### src/rtl/task_timer_slot_table_defines.svh
// assertion macros for the timer slot table
`ifndef TASK_TIMER_SLOT_TABLE_DEFINES_SVH
`define TASK_TIMER_SLOT_TABLE_DEFINES_SVH

`ifndef SYNTHESIS
`define TTST_ASSERT(lbl, prop) \
  lbl: assert property (@(posedge clk) disable iff (rst) prop) \
    else $error("%m: assertion failed");
`define TTST_ASSERT_RST(lbl, prop) \
  lbl: assert property (@(posedge clk) prop) \
    else $error("%m: assertion failed");
`else
`define TTST_ASSERT(lbl, prop)
`define TTST_ASSERT_RST(lbl, prop)
`endif

`endif

### src/rtl/ttst_pkg.sv
// shared types and constants for the timer slot table
`default_nettype none

package ttst_pkg;

  localparam int NUM_SLOTS   = 8;
  localparam int COUNT_WIDTH = 16;
  localparam int NUM_TASKS   = 8;
  localparam int TASK_WIDTH  = 3;

  typedef logic [COUNT_WIDTH-1:0] count_t;
  typedef logic [TASK_WIDTH-1:0]  task_t;
  typedef logic [NUM_TASKS-1:0]   task_mask_t;

  typedef enum logic [1:0] {
    CMD_TICK  = 2'd0,
    CMD_SET   = 2'd1,
    CMD_CLEAR = 2'd2
  } cmd_t;

  typedef enum logic [1:0] {
    ST_NONE   = 2'd0,
    ST_RELOAD = 2'd1,
    ST_NEW    = 2'd2,
    ST_FULL   = 2'd3
  } status_t;

  typedef struct packed {
    logic       match;
    logic       free;
    task_mask_t fire;
  } chain_t;

endpackage

`default_nettype wire

### src/rtl/ttst_cell.sv
// one timer slot of the chain
`default_nettype none

module ttst_cell (
  input  wire logic              clk,
  input  wire logic              rst,
  input  wire logic              req,
  input  wire ttst_pkg::cmd_t    cmd,
  input  wire ttst_pkg::task_t   req_task,
  input  wire ttst_pkg::count_t  req_time,
  input  wire logic              any_match,
  input  wire ttst_pkg::chain_t  chain_in,
  output ttst_pkg::chain_t       chain_out
);

  logic                valid;
  ttst_pkg::task_t     slot_task;
  ttst_pkg::count_t    count;
  logic                hit;
  logic                reload;
  logic                take;
  logic                fire;
  logic                do_tick;
  ttst_pkg::task_mask_t fire_bit;

  assign do_tick = req && (cmd == ttst_pkg::CMD_TICK);
  assign hit     = valid && (slot_task == req_task);
  assign reload  = req && (cmd == ttst_pkg::CMD_SET) && hit && !chain_in.match;
  assign take    = req && (cmd == ttst_pkg::CMD_SET) && !any_match && !valid
                   && !chain_in.free;
  assign fire    = do_tick && valid && (count == '0);

  always_comb begin
    fire_bit            = '0;
    fire_bit[slot_task] = fire;
  end

  assign chain_out.match = chain_in.match | hit;
  assign chain_out.free  = chain_in.free | !valid;
  assign chain_out.fire  = chain_in.fire | fire_bit;

  always_ff @(posedge clk) begin
    if (rst) begin
      valid <= 1'b0;
    end else if (take) begin
      valid <= 1'b1;
    end else if (fire) begin
      valid <= 1'b0;
    end
  end

  always_ff @(posedge clk) begin
    if (take) begin
      slot_task <= req_task;
    end
    if (take || reload) begin
      count <= req_time;
    end else if (do_tick && valid && (count != '0)) begin
      count <= count - ttst_pkg::count_t'(1);
    end
  end

endmodule

`default_nettype wire

### src/rtl/task_timer_slot_table.sv
// timer slot table top level
// One command is taken in every cycle: busy never rises. The result of a command
// is strobed on done in the cycle after start, for exactly one cycle, and cannot
// be held off. The slot search runs as a combinational priority chain through the NUM_SLOTS
// cells, so the chain length sets the clock period.
`default_nettype none
`include "task_timer_slot_table_defines.svh"

module task_timer_slot_table (
  input  wire logic        clk,
  input  wire logic        rst,
  input  wire logic        start,
  output logic             busy,
  input  wire logic [1:0]  cmd,
  input  wire logic [2:0]  task_id,
  input  wire logic [15:0] time_ticks,
  output logic             done,
  output logic [7:0]       pending_flags,
  output logic [1:0]       set_status
);

  logic                 req;
  ttst_pkg::cmd_t       cmd_op;
  ttst_pkg::count_t     time_val;
  ttst_pkg::chain_t     chain [ttst_pkg::NUM_SLOTS+1];
  logic                 any_match;
  ttst_pkg::task_mask_t pending;
  ttst_pkg::task_mask_t pending_next;
  ttst_pkg::task_mask_t clear_bit;
  ttst_pkg::status_t    status;
  ttst_pkg::status_t    status_next;

  assign busy     = 1'b0;
  assign req      = start && !busy;
  assign cmd_op   = ttst_pkg::cmd_t'(cmd);
  assign time_val = ttst_pkg::count_t'(time_ticks);

  assign chain[0] = '0;

  for (genvar i = 0; i < ttst_pkg::NUM_SLOTS; i++) begin : g_cell
    ttst_cell u_cell (
      .clk       (clk),
      .rst       (rst),
      .req       (req),
      .cmd       (cmd_op),
      .req_task  (task_id),
      .req_time  (time_val),
      .any_match (any_match),
      .chain_in  (chain[i]),
      .chain_out (chain[i+1])
    );
  end

  assign any_match = chain[ttst_pkg::NUM_SLOTS].match;

  always_comb begin
    clear_bit          = '0;
    clear_bit[task_id] = 1'b1;
    pending_next       = pending;
    status_next        = ttst_pkg::ST_NONE;
    case (cmd_op)
      ttst_pkg::CMD_TICK: begin
        pending_next = pending | chain[ttst_pkg::NUM_SLOTS].fire;
      end
      ttst_pkg::CMD_SET: begin
        if (any_match) begin
          status_next = ttst_pkg::ST_RELOAD;
        end else if (chain[ttst_pkg::NUM_SLOTS].free) begin
          status_next = ttst_pkg::ST_NEW;
        end else begin
          status_next = ttst_pkg::ST_FULL;
        end
      end
      ttst_pkg::CMD_CLEAR: begin
        pending_next = pending & ~clear_bit;
      end
      default: begin
        pending_next = pending;
      end
    endcase
  end

  always_ff @(posedge clk) begin
    if (rst) begin
      pending <= '0;
      done    <= 1'b0;
      status  <= ttst_pkg::ST_NONE;
    end else begin
      done <= req;
      if (req) begin
        pending <= pending_next;
        status  <= status_next;
      end
    end
  end

  assign pending_flags = pending;
  assign set_status    = status;

  `TTST_ASSERT(a_done_follows_request, done |-> $past(req))
  `TTST_ASSERT(a_status_only_on_set,
    (done && (set_status != ttst_pkg::ST_NONE)) |-> ($past(cmd) == ttst_pkg::CMD_SET))
  `TTST_ASSERT(a_clear_drops_bit,
    (done && ($past(cmd) == ttst_pkg::CMD_CLEAR)) |-> (pending_flags[$past(task_id)] == 1'b0))
  `TTST_ASSERT(a_tick_keeps_bits,
    (done && ($past(cmd) == ttst_pkg::CMD_TICK)) |->
      ((pending_flags & $past(pending_flags)) == $past(pending_flags)))
  `TTST_ASSERT_RST(a_reset_quiet, rst |=> !done)

endmodule

`default_nettype wire

### config.mk
export PLATFORM = sky130hd
export DESIGN_NAME = task_timer_slot_table
export DESIGN_NICKNAME = d
export VERILOG_FILES = /design/src/rtl/ttst_pkg.sv /design/src/rtl/ttst_cell.sv /design/src/rtl/task_timer_slot_table.sv
export VERILOG_INCLUDE_DIRS = /design/src /design/src/rtl
export SDC_FILE = /design/constraint.sdc
export NUM_CORES = 1
export LEC_CHECK = 0
export BUFFER_PORTS_ARGS = -buffer_cell sky130_fd_sc_hd__buf_2
export CORE_UTILIZATION = 57
export DETAILED_ROUTE_END_ITERATION = 10
export GPL_ROUTABILITY_DRIVEN = 0
export GPL_TIMING_DRIVEN = 0
export PLACE_DENSITY_LB_ADDON = 0.25
export SLEW_MARGIN = 20
export SYNTH_ARGS = -nofsm -noshare
export SYNTH_HDL_FRONTEND = slang
export SYNTH_HIERARCHICAL = 1
export SYNTH_SLANG_ARGS = --single-unit
export TNS_END_PERCENT = 100
### constraint.sdc
create_clock -name clk -period 4.1 [get_ports clk]
set_clock_uncertainty 0.15 [all_clocks]
set_input_delay 0.82 -clock clk [delete_from_list [all_inputs] [get_ports clk]]
set_output_delay 0.82 -clock clk [all_outputs]
set_load 0.05 [all_outputs]
# After elaboration in Yosys (flattened, before gate mapping)
# Index checks and enable logic that the tools add are counted.
dict set report op_classes {
  addsub 8
  magnitude_cmp 18
  eq_ne 10
  mux 54
  bitwise_logic 32
  reduce_logical 139
}
# op count
set op_table {}
lappend op_table {{$mux W16} 16}
lappend op_table {{$logic_not A16 Y1} 8}
lappend op_table {{$reduce_bool A16 Y1} 8}
lappend op_table {{$sub A16 B1 Y16 const B} 8}
lappend op_table {{$logic_and A1 B1 Y1} 74}
lappend op_table {{$and A8 B8 Y8} 9}
lappend op_table {{$or A8 B8 Y8} 8}
lappend op_table {{$lt A3 B4 Y1 const B} 9}
lappend op_table {{$reduce_bool A2 Y1} 17}
lappend op_table {{$demux W1 S3} 9}
lappend op_table {{$ge A3 B1 Y1 const B} 9}
lappend op_table {{$mux W1} 26}
lappend op_table {{$eq A3 B3 Y1} 8}
lappend op_table {{$logic_not A1 Y1} 22}
lappend op_table {{$pmux W8 S2} 1}
lappend op_table {{$or A1 B1 Y1} 14}
lappend op_table {{$logic_or A1 B1 Y1} 8}
lappend op_table {{$not A8 Y8} 1}
lappend op_table {{$mux W2} 2}
lappend op_table {{$eq A2 B1 Y1 const B} 1}
lappend op_table {{$eq A2 B2 Y1 const B} 1}
lappend op_table {{$logic_not A2 Y1} 1}
lappend op_table {{$reduce_and A2 Y1} 1}
dict set report totals {
  regBits 171
  input_bits 24
  out_inout_bits 12
  wordCells 288
}

# Longest topological paths before layout
# Gate-level depths: netlist of the first run.
dict set report depth {
  depth_word 15
  mapped_depth 17
  mapped_depth_nobuf 17
}

# Hierarchy
# The synthesis of the first run kept the hierarchy.
# mod instances cells_per_inst area_per_inst_um2 seq_area_each_um2
set modules_own_cells {}
lappend modules_own_cells {{ttst_cell at g_cell[0].u_cell ...} 5 124 1267.5 590.6}
lappend modules_own_cells {{ttst_cell at g_cell[5].u_cell ...} 3 126 1253.7 590.6}
lappend modules_own_cells {task_timer_slot_table 1 53 508.0 220.2}

# Worst setup path after synthesis of the first run
# Ideal clock, no wire load.
dict set report synth_path {
  path_kind {input to register}
  start {in task_id[1]}
  end {reg g_cell[5].u_cell.count[0], enable pin}
  setup_ps 392
  arrival_ps 3819
  required_ps 3558
  setup_slack_ps -261
  stages 14
  path_buffers 1
  cell_sequence {xnor2_1 -> nand4_1 -> nand2b_1 -> nand2b_1 -> nand2b_1 -> nand2b_1 -> nand2b_1 -> nand2b_1 -> nand2b_1 -> nand2b_1 -> nor4_1 -> o21bai_1 -> clkbuf_1 -> o21bai_1}
}
# element line_no
set synth_rtl {}
lappend synth_rtl {{from (decl)} task_timer_slot_table.sv:15} ;# input wire logic [2:0] task_id,
lappend synth_rtl {{to (signal assigned)} ttst_cell.sv:57} ;# count <= req_time;
lappend synth_rtl {{to (signal assigned)} ttst_cell.sv:59} ;# count <= count - ttst_pkg::count_t'(1);
lappend synth_rtl {{to (decl)} ttst_cell.sv:18} ;# ttst_pkg::count_t count;

==> results_dict.tcl, run 1 <==
set metrics [dict create \
    placedCellCount 1326 \
    leakage_nw 4.37 \
    cts_root_buffer "clkbuf_16" \
    placementRows 49 \
    portBuffers 34 \
    wl_mm 27.6 \
    relSlewSlack 0.137 \
    power.density_nw_per_um2 304 \
    period_share 0.972 \
    drc 8 \
    wl_per_cell_um 20.1 \
    critPathArrivalTime_ps 4010 \
    holdWs_ps 322 \
    fmax_mhz 251 \
    cts.sinks 171 \
    first_pass_iters 9 \
    die_w_um 138 \
    critPathKind "in2reg" \
    vias 8614 \
    synth_common_cells "edfxtp_1, nand2_1, o21ai_0, xnor2_1, inv_1" \
    final_cell_area_sq_um 12100 \
    ant_nets 0 \
    fp.dieH_um 138 \
    crit_path_end_kind "flip-flop" \
    drv_cap 0 \
    startpoint_type "input port" \
    utilization 0.669 \
    n_antenna_cell 0 \
    grtUsageTotal 0.292 \
    place_hpwl_mm 17.7 \
    numCtsBuffers 17 \
    coreArea_sq_um 18100 \
    fillers 1412 \
    crit_path_frequent_cell "nand2b_1" \
    grt_first_pass_wirelength_mm 43.0 \
    start_util 0.586 \
    irDropWorstVdd_mv 0.291 \
    syn_avg_cell_area_sq_um 10.1 \
    violations "DRC" \
    ys_async_sr_fraction 0 \
    clk_latency_ps 430 \
    ys_seq_area_frac 0.466 \
    critPathSlowestCell "or4_1" \
    finalHoldViolations 0 \
    ys_seq_elements 171 \
    dpl-instance-area_sq_um 11100 \
    maxSlewViolCount 0 \
    synth_edf_count 152 \
    nets 1161 \
    yosysTopAreaCell "edfxtp_1" \
    cp.required_ps 4120 \
    syn_area_sq_um 10600 \
    area_growth_pct 14.0 \
    synth_most_common_cell "edfxtp_1" \
    path_cells "buf_6, xnor2_1, nand4_1, nand2b_1, nand2b_1, nand2b_1, nand2b_1, nand2b_1, nand2b_1, nand2b_1, nand2b_4, or4_1, o31ai_2, buf_4, buf_4, o21ai_0" \
    drtIter0Drc 929 \
    final_cells 1371 \
    viasPerCell 6.28 \
    status "complete, but fails checks" \
    setup_viol 0 \
    critPathMaxFanout 22 \
    path_clk_slew_ps 70 \
    rsz0062_at_grt "yes" \
    grt_max_degree 26 \
    clockBufferDepth 2 \
    ys_top_cells_by_area "edfxtp_1, xnor2_1, nand2_1, o21ai_0, dfxtp_1" \
    grt_pass1_vias 8113 \
    finalCriticalPeriod_ps 3980 \
    hold_class "reg2reg" \
    tightest_slew_ps 1280 \
    antenna_found_initial 0 \
    cts_tree "yes" \
    synth_ff_type "edfxtp_1" \
    die-area_sq_um 19200 \
    synth_top_cell_area_share 0.430 \
    slowest_delay_ps 610 \
    h-tree-depth 4 \
    ios 36 \
    synth_cells 1051 \
    drive_above_1_share 0.193 \
    yosysWarnings 6 \
    synth_cell_types 48 \
    grt.overflow.total 0 \
]
## worst max-delay path: cells and delay by family
family | cells | cell delay (ps)
and+or+nand+nor | 10 | 2120
buffers and inverters | 3 | 620
AOI/OAI and AO/OA | 2 | 290
xor gates and xnor gates | 1 | 130
## cell usage in the layout, fill, tap and decap left out, types with 20 or more instances in the layout
| cell type | netlist | final |
|---|---|---|
| a21oi_1 | 25 | 25 |
| a31o_2 | 32 | 32 |
| a41o_1 | 20 | 20 |
| buf_2 | 10 | 36 |
| edfxtp_1 | 152 | 152 |
| inv_1 | 49 | 49 |
| nand2_1 | 147 | 147 |
| nor2_1 | 43 | 43 |
| nor3_1 | 41 | 41 |
| nor4_1 | 36 | 33 |
| o21ai_0 | 107 | 107 |
| xnor2_1 | 101 | 101 |
| xor2_1 | 24 | 24 |
## per-stage QoR
stage	setup WS (ps)	TNS (ps)	total power, mW
2_1_floorplan	-71.5	-3430	2.02
3_3_place_gp	-1420	-238550	2.10
3_5_place_dp	-1470	-252920	2.11
4_1_cts	112	0	3.69
5_1_grt	-65.5	-4740	3.76
6_report	116	0	3.68
## report_power, final
part	internal, mW	leakage (nW)	switching [mW]
logic	0.0673	2.31	0.125
clock network	0.904	0.299	0.701
registers	1.88	1.76	0.00485
total	2.85	4.37	0.831
## sequential cells by signal, summed over array words and instances (netlist names)
register                 count
g_cell.u_cell/slot_task     24
set_status                   2
g_cell.u_cell/valid          8
g_cell.u_cell/count        128
pending_flags                8
done                         1
## worst paths after layout
kind                                                               from  slack [ps]                                  end  cells after the start
worst max-delay path                                         task_id[1]         120  g_cell[3].u_cell/count[0]$_DFFE_PP_                     16
worst min-delay path                         set_status[0]$_SDFFE_PP0P_         320           set_status[0]$_SDFFE_PP0P_                      2
worst max register to register  g_cell[0].u_cell/slot_task[1]$_DFFE_PP_         200  g_cell[3].u_cell/count[0]$_DFFE_PP_                     15
worst min register to register               set_status[0]$_SDFFE_PP0P_         320           set_status[0]$_SDFFE_PP0P_                      2
## per-layer routing
layer,share of wire,vias to the layer above,GRT usage
li1,-,4085,-
met1,0.43,4142,0.402
met2,0.47,339,0.466
met3,0.080,48,0.0409
met4,0.024,0,0.120
met5,0,-,0
## cell families after synthesis
| logic type | synth area share |
|---|---|
| xor+xnor | 0.103 |
| buf+inv | 0.0320 |
| compound gates | 0.159 |
| fa+ha+maj | 0.00944 |
| mux | 0.000944 |
| simple gates | 0.229 |
| other cells | 0.000354 |
| flops | 0.466 |
## repair_timing
item	CTS	global route
resized for setup	40	32
pin swaps	3	2
hold endpoints to repair	0	0
cloned	0	6
buffers inserted	5	2
setup endpoints to repair	251	177
hold buffers	0	0
## area by class of cell
class | count | area, sq um | share of cell area
multi-input cells | 812 | 5650 | 0.467
repair buffers | 41 | 238 | 0.0197
flip-flops and latches | 171 | 4940 | 0.409
clock inverters | 10 | 72.6 | 0.00600
plain buffers | 37 | 198 | 0.0163
inverters | 49 | 184 | 0.0152
well taps | 229 | 287 | 0.0237
clock buffers | 22 | 517 | 0.0427
No activity file was read; power rests on OpenSTA's default activity.
==> inputs of run 2 (changes only) <==
--- a/config.mk
+++ b/config.mk
@@ -7,7 +7,7 @@
 export NUM_CORES = 1
 export LEC_CHECK = 0
 export BUFFER_PORTS_ARGS = -buffer_cell sky130_fd_sc_hd__buf_2
-export CORE_UTILIZATION = 57
+export CORE_UTILIZATION = 40
 export DETAILED_ROUTE_END_ITERATION = 10
 export GPL_ROUTABILITY_DRIVEN = 0
 export GPL_TIMING_DRIVEN = 0
==> run 2 against run 1 <==
Effect of this change: hold slack got worse by 2.4 ps; first-iteration DRC count decreased by 20%; via count decreased by 3.1%; core utilization decreased by 20 points; highest routed layer unchanged; sequential power about the same; the flow now finishes without violations; register-to-register slack got worse by 90 ps; combinational power increased by 5%; final area increased by 1.4%; total power decreased by 0.41%; global-route usage decreased by 7.7 points; clock power about the same; fmax decreased by 1.1%.
==> results_dict.tcl, run 2 (synthesis results as in run 1) <==
set metrics [dict create \
    cp.required_ps 4060 \
    drv_cap 0 \
    critPathArrivalTime_ps 3990 \
    drive_above_1_share 0.196 \
    largest_reg_flops 128 \
    holdWs_ps 320 \
    dp_slack_ps -1610 \
    clk_latency_ps 450 \
    status "complete, no violations" \
    leakage_nw 4.37 \
    cts.sinks 171 \
    nets 1165 \
    power.density_nw_per_um2 299 \
    layout_commonest_cell "edfxtp_1" \
    ant_nets 0 \
    internal_power_mw 2.75 \
    crit_path_end_kind "flip-flop" \
    coreArea_sq_um 26100 \
    clockBufferDepth 2 \
    die_w_um 165 \
    drtIter0Drc 746 \
    ios 36 \
    place_hpwl_mm 18.6 \
    wl_per_cell_um 19.3 \
    ff2ff_setup_slack_ps 110 \
    antenna_found_initial 0 \
    first_pass_iters 5 \
    grt_first_pass_wirelength_mm 43.8 \
    grt_max_degree 26 \
    viasPerCell 5.63 \
    h-tree-depth 4 \
    drc 0 \
    wl_mm 28.6 \
    worstReg2RegStart "g_cell[0].u_cell/slot_task[0]$_DFFE_PP_" \
    cts_tree "yes" \
    pwr-share-clk 0.431 \
    area_growth_pct 15.6 \
    fp.dieH_um 165 \
    grt.overflow.total 0 \
    slowest_delay_ps 610 \
    final_cell_mix "edfxtp_1, nand2_1, o21ai_0" \
    irDropWorstVdd_mv 0.263 \
    start_util 0.407 \
    startpoint_type "input port" \
    critPathKind "in2reg" \
    cp_num_cells 15 \
    finalHoldViolations 0 \
    path_clk_slew_ps 70 \
    fmax_mhz 248 \
    worst_slack_ps 72.2 \
    n_antenna_cell 0 \
    rsz0062_at_grt "yes" \
    hp-start "set_status[0]$_SDFFE_PP0P_" \
    power_switching_mw 0.920 \
    total_power_mw 3.67 \
    rr_worst_depth 14 \
    setup_viol 0 \
    numCtsBuffers 17 \
    crit_path_frequent_cell "nand2b_1" \
    critPathSlowestCell "or4_1" \
    p_comb_frac 0.055 \
    largestRegisters "g_cell.u_cell/count: 128 flops, g_cell.u_cell/slot_task: 24 flops" \
    critPathMaxFanout 18 \
    path_cells "buf_6, xnor2_1, nand4_1, nand2b_1, nand2b_1, nand2b_1, nand2b_1, nand2b_1, nand2b_1, nand2b_1, nand2b_4, or4_1, o31ai_2, buf_4, o21bai_4" \
    period_share 0.982 \
    seqPwrFrac 0.514 \
    startpoint "task_id[0]" \
    cp_top_family "simple AND/OR/NAND/NOR gates" \
    portBuffers 34 \
    grtUsageTotal 0.215 \
    cts_root_buffer "clkbuf_16" \
    crit_end "g_cell[4].u_cell/count[8]$_DFFE_PP_" \
    power_switching_share 0.251 \
    placementRows 59 \
    holdBufCountCts 0 \
    vias 8343 \
    die-area_sq_um 27200 \
    r2r-end "g_cell[4].u_cell/count[8]$_DFFE_PP_" \
    worst-path-buf-inv 2 \
    hold_class "reg2reg" \
    finalCriticalPeriod_ps 4030 \
    tightest_slew_ps 1230 \
    largest_register "g_cell.u_cell/count" \
    grt_pass1_vias 7828 \
    maxSlewViolCount 0 \
    relSlewSlack 0.171 \
]
## run 2: cell count changes in the layout (fill, tap and decap cells not counted), sizes merged
cell | before | now
clkinvlp | 0 | 1
inv | 55 | 56
clkbuf | 39 | 34
clkinv | 4 | 7
buf | 61 | 65
## run 2: power by group through the flow
stage	clock network (mW)	registers, mW	logic [mW]
2_1_floorplan	0	1.93	0.0812
5_1_grt	1.68	1.88	0.216
6_report	1.58	1.88	0.203
4_1_cts	1.61	1.88	0.200
3_3_place_gp	0	1.92	0.191
3_5_place_dp	0	1.92	0.192
## run 2: area by class of cell
| type | count | area, sq um |
|---|---|---|
| sequential | 171 | 4940 |
| timing repair buffer | 45 | 282 |
| clock buffer | 17 | 425 |
| clock inverter | 15 | 131 |
| buffer | 37 | 196 |
| multi-input combinational | 812 | 5680 |
| inverter | 49 | 184 |
| fill | 2420 | 13800 |
| tap | 335 | 419 |
## run 2: timing repair
item / in CTS / in global routing
cloned: 2 / 4
buffers inserted: 5 / 6
resized for setup: 42 / 39
endpoints found under the setup margin: 256 / 227
pin swaps: 2 / 2
endpoints found under the hold margin: 0 / 0
## run 2: worst register-to-register path, stage by stage (launching register included)
cell and delay (ps):
edfxtp_1 490, xnor2_1 170, nand4_1 130, nand2b_1 110, nand2b_1 190, nand2b_1 200
nand2b_1 190, nand2b_1 170, nand2b_1 200, nand2b_1 180, nand2b_4 240, or4_1 610
o31ai_2 190, buf_4 240, o21bai_4 190
## run 2: stage by stage
step / instances / setup TNS, ps / utilization / instance area (sq um)
after detailed placement: 1432 / -297300 / 0.433 / 11300
after floorplan: 1063 / -3430 / - / 10700
after global routing: 1481 / -2720 / 0.471 / 12300
after CTS: 1471 / 0 / 0.464 / 12100
final: 1481 / 0 / 0.471 / 12300
after global placement: 1432 / -280590 / 0.433 / 11300
## run 2: metal layers
metal,share of wire,GRT usage,vias to the layer above
met1,0.46,0.305,4033
met2,0.46,0.339,191
met3,0.059,0.0337,23
met5,0,0,-
met4,0.016,0.0592,0
li1,-,-,4096
## run 2: worst min path at each step
stage / to / cells past startpoint
after CTS: set_status[0]$_SDFFE_PP0P_ / 2
after global routing: set_status[0]$_SDFFE_PP0P_ / 2
after global placement: set_status[0]$_SDFFE_PP0P_ / 2
after floorplan: g_cell[0].u_cell/valid$_SDFFE_PP0P_ / 2
after detailed placement: set_status[0]$_SDFFE_PP0P_ / 2
final: set_status[0]$_SDFFE_PP0P_ / 2
